--- src/sv/etwa_pkg.sv ---
`default_nettype none
// ----------------------------------------------------------------------------
// etwa_pkg
// Shared types and constants of the episode table with aging.
// ----------------------------------------------------------------------------
package etwa_pkg;

    localparam int TABLE_DEPTH = 32;
    localparam int RESULT_CAP  = 32;

    localparam logic [47:0] RESOLVE_RESET = 48'd1000000;
    localparam logic [47:0] EXPIRE_RESET  = 48'd10000000;
    localparam logic [5:0]  LIMIT_RESET   = 6'd32;

    localparam logic [1:0] REG_RESOLVE = 2'd0;
    localparam logic [1:0] REG_EXPIRE  = 2'd1;
    localparam logic [1:0] REG_LIMIT   = 2'd2;

    localparam logic [1:0] ST_OK       = 2'd0;
    localparam logic [1:0] ST_INVALID  = 2'd1;
    localparam logic [1:0] ST_NO_MECH  = 2'd2;
    localparam logic [1:0] ST_FULL     = 2'd3;

    localparam logic [2:0] KIND_OPENED      = 3'd0;
    localparam logic [2:0] KIND_UPDATED     = 3'd1;
    localparam logic [2:0] KIND_ESCALATED   = 3'd2;
    localparam logic [2:0] KIND_DEESCALATED = 3'd3;
    localparam logic [2:0] KIND_QUIESCED    = 3'd4;
    localparam logic [2:0] KIND_RESOLVED    = 3'd5;
    localparam logic [2:0] KIND_EXPIRED     = 3'd6;
    localparam logic [2:0] KIND_UNCHANGED   = 3'd7;

    localparam logic [1:0] PH_OPEN      = 2'd0;
    localparam logic [1:0] PH_QUIESCENT = 2'd1;
    localparam logic [1:0] PH_RESOLVED  = 2'd2;
    localparam logic [1:0] PH_EXPIRED   = 2'd3;

    typedef enum logic [2:0] {
        S_IDLE,
        S_SCAN,
        S_DECIDE,
        S_APPLY,
        S_DONE
    } t_state;

    typedef enum logic [1:0] {
        M_ADV,
        M_QUI,
        M_ASSERT
    } t_mode;

    typedef struct packed {
        logic        valid;
        logic [63:0] key;
        logic [15:0] scope;
        logic [1:0]  phase;
        logic [2:0]  severity;
        logic [31:0] revision;
        logic [47:0] seen_at;
        logic [47:0] updated_at;
    } t_entry;

    typedef struct packed {
        logic [1:0]  status;
        logic [2:0]  kind;
        logic [63:0] id;
        logic [1:0]  phase;
        logic [31:0] revision;
        logic [2:0]  severity;
        logic        created;
    } t_res;

    function automatic t_res error_res(logic [1:0] st);
        t_res r;
        r        = '0;
        r.status = st;
        r.kind   = KIND_UNCHANGED;
        return r;
    endfunction

endpackage
`default_nettype wire

--- src/sv/etwa_cell.sv ---
`default_nettype none
// ----------------------------------------------------------------------------
// etwa_cell
// One table slot of the rotating ring; takes its neighbor's entry on a shift.
// ----------------------------------------------------------------------------
module etwa_cell (
    input  wire              i_clk,
    input  wire              i_rst_n,
    input  wire              i_shift,
    input  etwa_pkg::t_entry i_entry,
    output etwa_pkg::t_entry o_entry
);

    etwa_pkg::t_entry r_entry;

    always_ff @(posedge i_clk) begin
        if (!i_rst_n) begin
            r_entry.valid <= 1'b0;
        end else if (i_shift) begin
            r_entry <= i_entry;
        end
    end

    assign o_entry = r_entry;

endmodule
`default_nettype wire
--- config.mk ---
export PLATFORM = sky130hd
export DESIGN_NAME = etwa_cell
export DESIGN_NICKNAME = d
export VERILOG_FILES = /design/src/sv/etwa_pkg.sv /design/src/sv/etwa_cell.sv
export SDC_FILE = /design/constraint.sdc
export NUM_CORES = 1
export LEC_CHECK = 0
export ABC_AREA = 1
export BUFFER_PORTS_ARGS = -buffer_cell sky130_fd_sc_hd__clkbuf_2
export CORE_AREA = 2 2 166 168
export CTS_BUF_LIST = sky130_fd_sc_hd__clkbuf_16
export CTS_CLUSTER_SIZE = 12
export DETAILED_ROUTE_END_ITERATION = 7
export DIE_AREA = 0 0 168 170
export HOLD_SLACK_MARGIN = 0.06
export PLACE_DENSITY_LB_ADDON = 0.3
export SLEW_MARGIN = 20
export SYNTH_ARGS = -nofsm -noshare
export SYNTH_HDL_FRONTEND = slang
export SYNTH_SLANG_ARGS = --single-unit
export TNS_END_PERCENT = 10
--- constraint.sdc ---
create_clock -name i_clk -period 17.8 [get_ports i_clk]
set_input_delay 3.56 -clock i_clk [delete_from_list [all_inputs] [get_ports i_clk]]
set_output_delay 3.56 -clock i_clk [all_outputs]
set_load 0.02 [all_outputs]
==> results of run 1 <==
[layout by cell type, fill, tap and decap left out]
cell / n
edfxtp_1: 213
diode_2: 2
dfxtp_1: 1
buf_4: 1
clkinv_1: 8
clkinv_4: 1
nor2_1: 1
clkbuf_2: 430
clkinv_2: 4
clkbuf_16: 25
inv_1: 6
nor2_2: 1
inv_8: 1
nand2_1: 3
[through the flow]
step	utilization, %	hold slack (ns)	std cells	cell area, µm²	total power, mW
2_1_floorplan	-	0.586	221	6440	0.666
3_3_place_gp	33.9	0.473	993	9040	0.722
3_5_place_dp	33.9	0.500	993	9040	0.723
4_1_cts	36.6	0.516	1036	9740	1.17
5_1_grt	36.6	0.559	1037	9740	1.20
6_report	36.6	0.509	1038	9750	1.15
[worst reg2reg max path: stages, from the launching register on]
cell and delay (ns):
dfxtp_1 0.31, nor2_1 0.12, nor2_2 0.05
[worst max-delay path by stage]
stage | endpoint | slack, ns | cells after the start
after floorplan | o_entry[0] | 9.55 | 2
after global placement | o_entry[11] | 11.96 | 4
after detailed placement | o_entry[34] | 11.94 | 4
after CTS | o_entry[208] | 12.48 | 4
after global routing | o_entry[135] | 12.35 | 4
final | o_entry[208] | 12.56 | 4
[report_power, final]
group	internal [mW]	switching (mW)
Combinational	0.0370	0.0718
Clock	0.252	0.188
Sequential	0.593	0.00901
[final cells by class]
type                            instances  area (µm²)
Antenna cell                            2        5.00
Clock buffer                           25         626
Clock inverter                         18        77.6
Fill cell                            2543       16900
Inverter                                2        15.0
Multi-Input combinational cell          5        21.3
Sequential cell                       214        6420
Tap cell                              341         427
Timing Repair Buffer                  431        2160
[cell families (layout without fill, tap and decap cells)]
group	after synthesis	in the layout	synth area share, %
flip-flops	214	214	99.6
AND/OR/NAND/NOR	5	5	0.330
buffers and inverters	2	476	0.117
other	0	2	0
[metal layers]
metal | track usage [%] | up-vias
met5 | 0 | -
met4 | 4.20 | 4
met3 | 4.72 | 34
met2 | 18.7 | 231
met1 | 12.5 | 1841
li1 | - | 1816
==> flow_summary.json, run 1 <==
{
  "cap_violations": 0,
  "synthTopCellsByCount": "213 x edfxtp_1, 3 x nand2_1, 2 x inv_1",
  "cp.required_ns": 17.91,
  "wl_um": 17000,
  "synth_area_leaders": "edfxtp_1 99%, dfxtp_1 0.31%, nand2_1 0.17%, inv_1 0.12%, nor2_2 0.097%",
  "fin_setup_tns_ns": 0,
  "antenna_found_initial": 4,
  "period_minus_slack_ns": 5.24,
  "clock_skew_ns": 0,
  "largest_register_ffs": 214,
  "cts_buffer_depth": 3,
  "synth_cells": 221,
  "cpLargestDelayFamily": "buffers and inverters",
  "regToRegStartpoint": "o_entry[213]",
  "slew_violations": 0,
  "m1WireLength_um": 6210,
  "io_pins": 431,
  "fp.dieH_um": 170,
  "ys_types": 6,
  "grt_pass1_wl_um": 23800,
  "startpoint": "i_shift",
  "first_iter_violations": 228,
  "rr_worst_depth": 2,
  "routed.top_layer": "met5",
  "firstDrtPassIters": 4,
  "arrival_ns": 5.35,
  "crit_type": "input pin to register",
  "cp-start-kind": "input pin",
  "irDropWorstVdd_v": 0.0000663,
  "cts_root_buf": "clkbuf_16",
  "holdPathStages": 2,
  "timing.critical_path.buf_inv": 3,
  "cts_setup_buffers": 0,
  "cp_max_fo": 135,
  "rsz0062_at_grt": "no",
  "drtAntennaViolNets": 0,
  "wl_met2_um": 8500,
  "slew_headroom_pct": 33.2,
  "crit_path_top_delay_cell": "buf_4",
  "synth_top_cell_area_share_pct": 99.2,
  "grt_usage_pct": 11.1,
  "drc": 0,
  "numClockSinks": 214,
  "ys.flop_type": "edfxtp_1",
  "postCtsResizedCells": 0,
  "overflow": 0,
  "wl_met3_um": 1800,
  "path_clk_slew_ns": 0.06,
  "finalHoldViolCount": 0,
  "hold_end": "o_entry[213]",
  "routabilityCongestion": 0.750,
  "hold_class": "register to register",
  "synth_area_um2": 6440,
  "grt_max_degree": 136,
  "port_buffers": 430,
  "worst_pin_slew_ns": 1.00,
  "first_global_vias": 4049,
  "die_w_um": 168,
  "status": "complete, no violations",
  "cp_cell_sequence": "clkbuf_2 -> nand2_1 -> inv_8 -> buf_4",
  "synth_nets": 438,
  "synth_edf_count": 213,
  "fp.coreArea_um2": 26700,
  "clock_latency_ns": 0.50,
  "layout-drive-gt1-share_pct": 66.6,
  "vias": 3926,
  "wire_per_inst_um": 16.4,
  "hp-start": "o_entry[213]",
  "synth_seq_cells": 214,
  "worstReg2RegEnd": "o_entry[213]",
  "postSynth.asyncResetShare_pct": 0,
  "total_leakage_power_nw": 4.19,
  "cts_tree": "done",
  "syn_area_per_cell_um2": 29.2,
  "yosysMostFrequentCell": "edfxtp_1",
  "endpoint_kind": "register",
  "slowest_delay_ns": 0.90,
  "drt-vias-per-instance": 3.78,
  "fmax_mhz": 191,
  "finalWorstSetupSlack_ns": 12.56,
  "r2r_slack_ns": 17.21,
  "dieArea_um2": 28600,
  "setup-violations-final": 0,
  "hpwl_um": 12700,
  "area_delta_synth_final_pct": 51.2,
  "power_density_nw_per_um2": 118,
  "synth_area_leader_cell": "edfxtp_1",
  "cts_made_buffers": 25,
  "ys_seq_area_share_pct": 99.6,
  "post-route-period-util_pct": 29.5,
  "ys_warn_count": 0,
  "dp_worst_setup_slack_ns": 11.94,
  "ctsHoldBuffers": 0,
  "rows": 60,
  "start_util_pct": 24.2,
  "nNetsFinal": 896,
  "htree_levels": 1
}
No activity file was read; power rests on OpenSTA's default activity.
==> inputs of run 2 (changes only) <==
Settings changed: CORE_AREA 2 2 166 168 to 2 2 167 169, DIE_AREA 0 0 168 170 to 0 0 169 171.
Clock period 17.8 ns to 5.21 ns, I/O delays scaled along.
==> run 2 against run 1 <==
Total power grew to 3.5 times the previous value. Highest routed layer is now met4. Largest power group unchanged. Global-route usage is 0.21 points lower. Worst hold slack better by 0.0044 ns. Sequential power grew to 3.4 times the previous value. Wire length is 1.4% higher. Register-to-register slack worse by 13 ns.
==> flow_summary.json, run 2 (synthesis results as in run 1) <==
{
  "status": "complete, no violations",
  "drtAntennaViolNets": 0,
  "nNetsFinal": 897,
  "firstDrtPassIters": 4,
  "fmax_mhz": 464,
  "rows": 61,
  "slew_headroom_pct": 46.1,
  "cts_setup_buffers": 0,
  "antenna_found_initial": 2,
  "cts_buffer_depth": 3,
  "cap_violations": 0,
  "total_leakage_power_nw": 4.21,
  "final_common_cell": "clkbuf_2",
  "grt_use_met3_pct": 5.48,
  "cp_max_fo": 1,
  "largest_register_ffs": 214,
  "worst_pin_slew_ns": 0.808,
  "cp.required_ns": 4.17,
  "whs_ns": 0.514,
  "use_met2_pct": 18.9,
  "hold_class": "register to register",
  "rsz0062_at_grt": "no",
  "timing.critical_path.buf_inv": 1,
  "dieArea_um2": 28900,
  "met1_usage_pct": 11.2,
  "layout_common_cells": "430 x clkbuf_2, 213 x edfxtp_1, 25 x clkbuf_16",
  "endpoint_kind": "output pin",
  "cts_tree": "done",
  "area_delta_synth_final_pct": 52.4,
  "wire_per_inst_um": 16.5,
  "port_buffers": 430,
  "overflow": 0,
  "grt_pass1_wl_um": 23400,
  "layout-drive-gt1-share_pct": 66.7,
  "postCtsResizedCells": 0,
  "fp.dieH_um": 171,
  "vias": 3974,
  "slowest_delay_ns": 0.42,
  "drt-vias-per-instance": 3.81,
  "ctsHoldBuffers": 0,
  "period_minus_slack_ns": 2.15,
  "first_iter_violations": 196,
  "start_util_pct": 23.6,
  "drc": 0,
  "fp.coreArea_um2": 27300,
  "irDropWorstVdd_v": 0.000268,
  "cts_made_buffers": 24,
  "setup-violations-final": 0,
  "first_global_vias": 4030,
  "grt_max_degree": 93,
  "io_pins": 431,
  "arrival_ns": 1.11,
  "die_w_um": 169,
  "clock_latency_ns": 0.51,
  "grt_usage_pct": 10.9,
  "hpwl_um": 13200,
  "fin_setup_tns_ns": 0,
  "numClockSinks": 214,
  "crit_type": "register to output pin",
  "crit_path_top_delay_cell": "edfxtp_1",
  "cts_root_buf": "clkbuf_16",
  "clock_skew_ns": 0,
  "htree_levels": 1,
  "slew_violations": 0,
  "fill_cells": 2645,
  "cpLargestDelayFamily": "flip-flops",
  "routabilityCongestion": 0.708,
  "cp_cell_sequence": "clkbuf_2",
  "cp-start-kind": "register",
  "path_clk_slew_ns": 0.06,
  "busiest_layer": "met2",
  "post-route-period-util_pct": 41.3,
  "finalHoldViolCount": 0,
  "wl_um": 17200,
  "power_density_nw_per_um2": 410
}
[run 2: power breakdown]
group	switching [mW]	internal (mW)	leakage, nW
Combinational	0.246	0.128	1.82
Clock	0.640	0.956	0.380
Sequential	0.0303	2.03	2.01
Total	0.916	3.11	4.21
[run 2: worst paths after layout]
kind | start | endpoint | slack (ns) | depth (start not counted)
setup / recovery | o_entry[103] | o_entry[103] | 3.06 | 1
hold / removal | o_entry[213] | o_entry[213] | 0.51 | 2
hold reg to reg | o_entry[213] | o_entry[213] | 0.51 | 2
setup reg to reg | o_entry[213] | o_entry[213] | 4.61 | 2
[run 2: area by class of cell]
type / count / area [µm²] / share of cell area (%)
tap: 346 / 433 / 4.41
clock inverter: 17 / 124 / 1.26
inverter: 2 / 11.3 / 0.115
timing repair buffer: 433 / 2190 / 22.3
multi-input combinational: 5 / 21.3 / 0.217
clock buffer: 25 / 626 / 6.37
sequential: 214 / 6420 / 65.3
antenna: 2 / 5.00 / 0.0509
[run 2: metal layers]
metal | routed length, µm | vias up
met2 | 8590 | 276
met3 | 2240 | 29
met5 | 0 | -
met1 | 5940 | 1844
met4 | 482 | 0
li1 | - | 1825
[run 2: per-stage QoR]
| stage | setup WS [ns] | utilization [%] | total power, mW | cell area [µm²] | std cells |
|---|---|---|---|---|---|
| finish | 3.06 | 36.0 | 4.03 | 9820 | 1044 |
| global route | 3.02 | 35.9 | 4.19 | 9820 | 1043 |
| CTS | 3.01 | 35.9 | 4.11 | 9820 | 1042 |
| detailed placement | 2.71 | 33.2 | 2.47 | 9070 | 1000 |
| global placement | 2.74 | 33.2 | 2.47 | 9070 | 1000 |
| floorplan | 0.516 | - | 2.27 | 6450 | 221 |
==> inputs of run 3 (changes only) <==
Settings changed: ABC_AREA 1 to 0.
Clock period 5.21 ns to 2.14 ns, I/O delays scaled along.
==> run 3 against run 2 <==
Worst hold slack got worse by 0.42 ns. Final area grew 6.2%. First-iteration DRC count shrank 28%. Cell count is 5.9% higher. Combinational power grew to 2.7 times the previous value. Global-route usage rose by 0.090 points. Synthesized area about the same. Non-clock buffer count increased by 70. Die area unchanged. Synthesized cell count down 1.8%. Sequential share of layout area is 3.8 points lower. Critical path type unchanged. Largest power group unchanged.
==> flow_summary.json, run 3 <==
{
  "timing.critical_path.buf_inv": 1,
  "antenna_found_initial": 1,
  "total_leakage_power_nw": 4.49,
  "cp_max_fo": 1,
  "grt_max_degree": 58,
  "total_power_mw": 9.46,
  "endpoint_kind": "output pin",
  "wl_um": 17000,
  "htree_levels": 1,
  "arrival_ns": 1.11,
  "port_buffers": 430,
  "cp-start-kind": "register",
  "nNetsFinal": 962,
  "cp_cell_sequence": "clkbuf_2",
  "io_pins": 431,
  "numClockSinks": 214,
  "synth_area_leader_cell": "edfxtp_1",
  "synth_edf_count": 213,
  "crit_type": "register to output pin",
  "slew_violations": 0,
  "area_delta_synth_final_pct": 62.0,
  "ys_types": 5,
  "final_common_cell": "clkbuf_2",
  "first_global_vias": 4409,
  "largest_register_ffs": 214,
  "ys.flop_type": "edfxtp_1",
  "cts_buffer_depth": 3,
  "grt_usage_pct": 11.0,
  "rows": 61,
  "start_util_pct": 23.6,
  "synth_seq_cells": 214,
  "setup-violations-final": 0,
  "ys_warn_count": 0,
  "startpoint": "o_entry[144]",
  "power_density_nw_per_um2": 907,
  "first_iter_violations": 141,
  "slowest_delay_ns": 0.41,
  "final_util_pct": 38.2,
  "firstDrtPassIters": 4,
  "cts_root_buf": "clkbuf_16",
  "irDropWorstVdd_v": 0.000640,
  "slew_headroom_pct": 78.6,
  "fp.dieH_um": 171,
  "drc": 0,
  "clock_latency_ns": 0.50,
  "whs_ns": 0.0891,
  "postSynth.asyncResetShare_pct": 0,
  "ys_seq_area_share_pct": 99.6,
  "hp-start": "i_entry[152]",
  "routabilityCongestion": 0.711,
  "syn_area_per_cell_um2": 29.7,
  "period_minus_slack_ns": 1.53,
  "crit_path_top_delay_cell": "edfxtp_1",
  "layout_common_cells": "430 x clkbuf_2, 213 x edfxtp_1, 58 x dlygate4sd3_1",
  "status": "complete, no violations",
  "post-route-period-util_pct": 71.7,
  "regToRegStartpoint": "o_entry[213]",
  "fmax_mhz": 652,
  "rr_worst_depth": 2,
  "worstReg2RegEnd": "o_entry[213]",
  "hold_end": "o_entry[152]",
  "dp_worst_setup_slack_ns": 0.504,
  "clock_skew_ns": 0,
  "synth_top_cell_area_share_pct": 99.3,
  "layout-drive-gt1-share_pct": 62.5,
  "met1_usage_pct": 11.8,
  "synth_area_leaders": "edfxtp_1 99%, dfxtp_1 0.31%, mux2i_1 0.16%, and2_2 0.12%, nor2b_1 0.097%",
  "drt-vias-per-instance": 3.75,
  "path_clk_slew_ns": 0.06,
  "busiest_layer": "met2",
  "grt_use_met3_pct": 4.33,
  "synth_area_um2": 6440,
  "finalWorstSetupSlack_ns": 0.605,
  "rsz0062_at_grt": "no",
  "synthTopCellsByCount": "213 x edfxtp_1, 1 x and2_2, 1 x dfxtp_1, 1 x mux2i_1, 1 x nor2b_1",
  "worst_pin_slew_ns": 0.321,
  "drtAntennaViolNets": 0,
  "dieArea_um2": 28900,
  "grt_pass1_wl_um": 24200,
  "yosysMostFrequentCell": "edfxtp_1",
  "wire_per_inst_um": 15.4,
  "cts_made_buffers": 23,
  "synth_cells": 217,
  "holdPathStages": 1,
  "cts_setup_buffers": 0,
  "cpLargestDelayFamily": "flip-flops",
  "cap_violations": 0,
  "fp.coreArea_um2": 27300,
  "overflow": 0,
  "use_met2_pct": 19.7,
  "vias": 4145,
  "cp.required_ns": 1.71,
  "hold_class": "input pin to register",
  "finalHoldViolCount": 0,
  "cts_tree": "done",
  "r2r_slack_ns": 1.55,
  "hpwl_um": 12800,
  "synth_nets": 434,
  "die_w_um": 169
}
==> run 3: logic make-up (layout without fill, tap and decap cells) <==
group,Yosys count,in the layout,share of synthesized area (%)
buffers and inverters,0,542,0
other,0,1,0
and+or+nand+nor,2,2,0.214
DFF,214,214,99.6
muxes,1,1,0.155
==> run 3: power by group <==
part	leakage (nW)	internal, mW	switching [mW]
sequential	2.01	4.93	0.0745
clock	0.351	1.93	1.51
combinational	2.14	0.406	0.615
==> run 3: cell type report <==
class                           count  area (µm²)
Clock inverter                     16        70.1
Clock buffer                       23         576
Tap cell                          346         433
Sequential cell                   214        6420
Fill cell                        2577       16900
Antenna cell                        1        2.50
Multi-Input combinational cell      3        25.0
Timing Repair Buffer              503        2910
==> run 3: worst max path at each step <==
stage	to	slack, ns	depth (start not counted)
CTS	o_entry[115]	0.56	1
global placement	o_entry[112]	0.51	4
detailed placement	o_entry[156]	0.50	4
finish	o_entry[144]	0.61	1
floorplan	o_entry[0]	-0.23	1
global route	o_entry[115]	0.56	1
==> run 3: metrics by stage <==
step	instance area [µm²]	std cells	TNS (ns)
6_report	10400	1106	0
5_1_grt	10400	1106	0
4_1_cts	10400	1105	0
3_5_place_dp	9200	1008	0
3_3_place_gp	9200	1008	0
2_1_floorplan	6440	217	-47.93
==> run 3: metal layers <==
metal / vias up / routed length [µm]
met5: - / 0
met4: 0 / 409
met3: 28 / 1910
met2: 258 / 8570
met1: 1913 / 6140
li1: 1946 / -
==> run 3: timing repair <==
| action | CTS | global route |
|---|---|---|
| hold buffers | 58 | 0 |
| endpoints found under the hold margin | 58 | 0 |
| resized for setup | 0 | 0 |
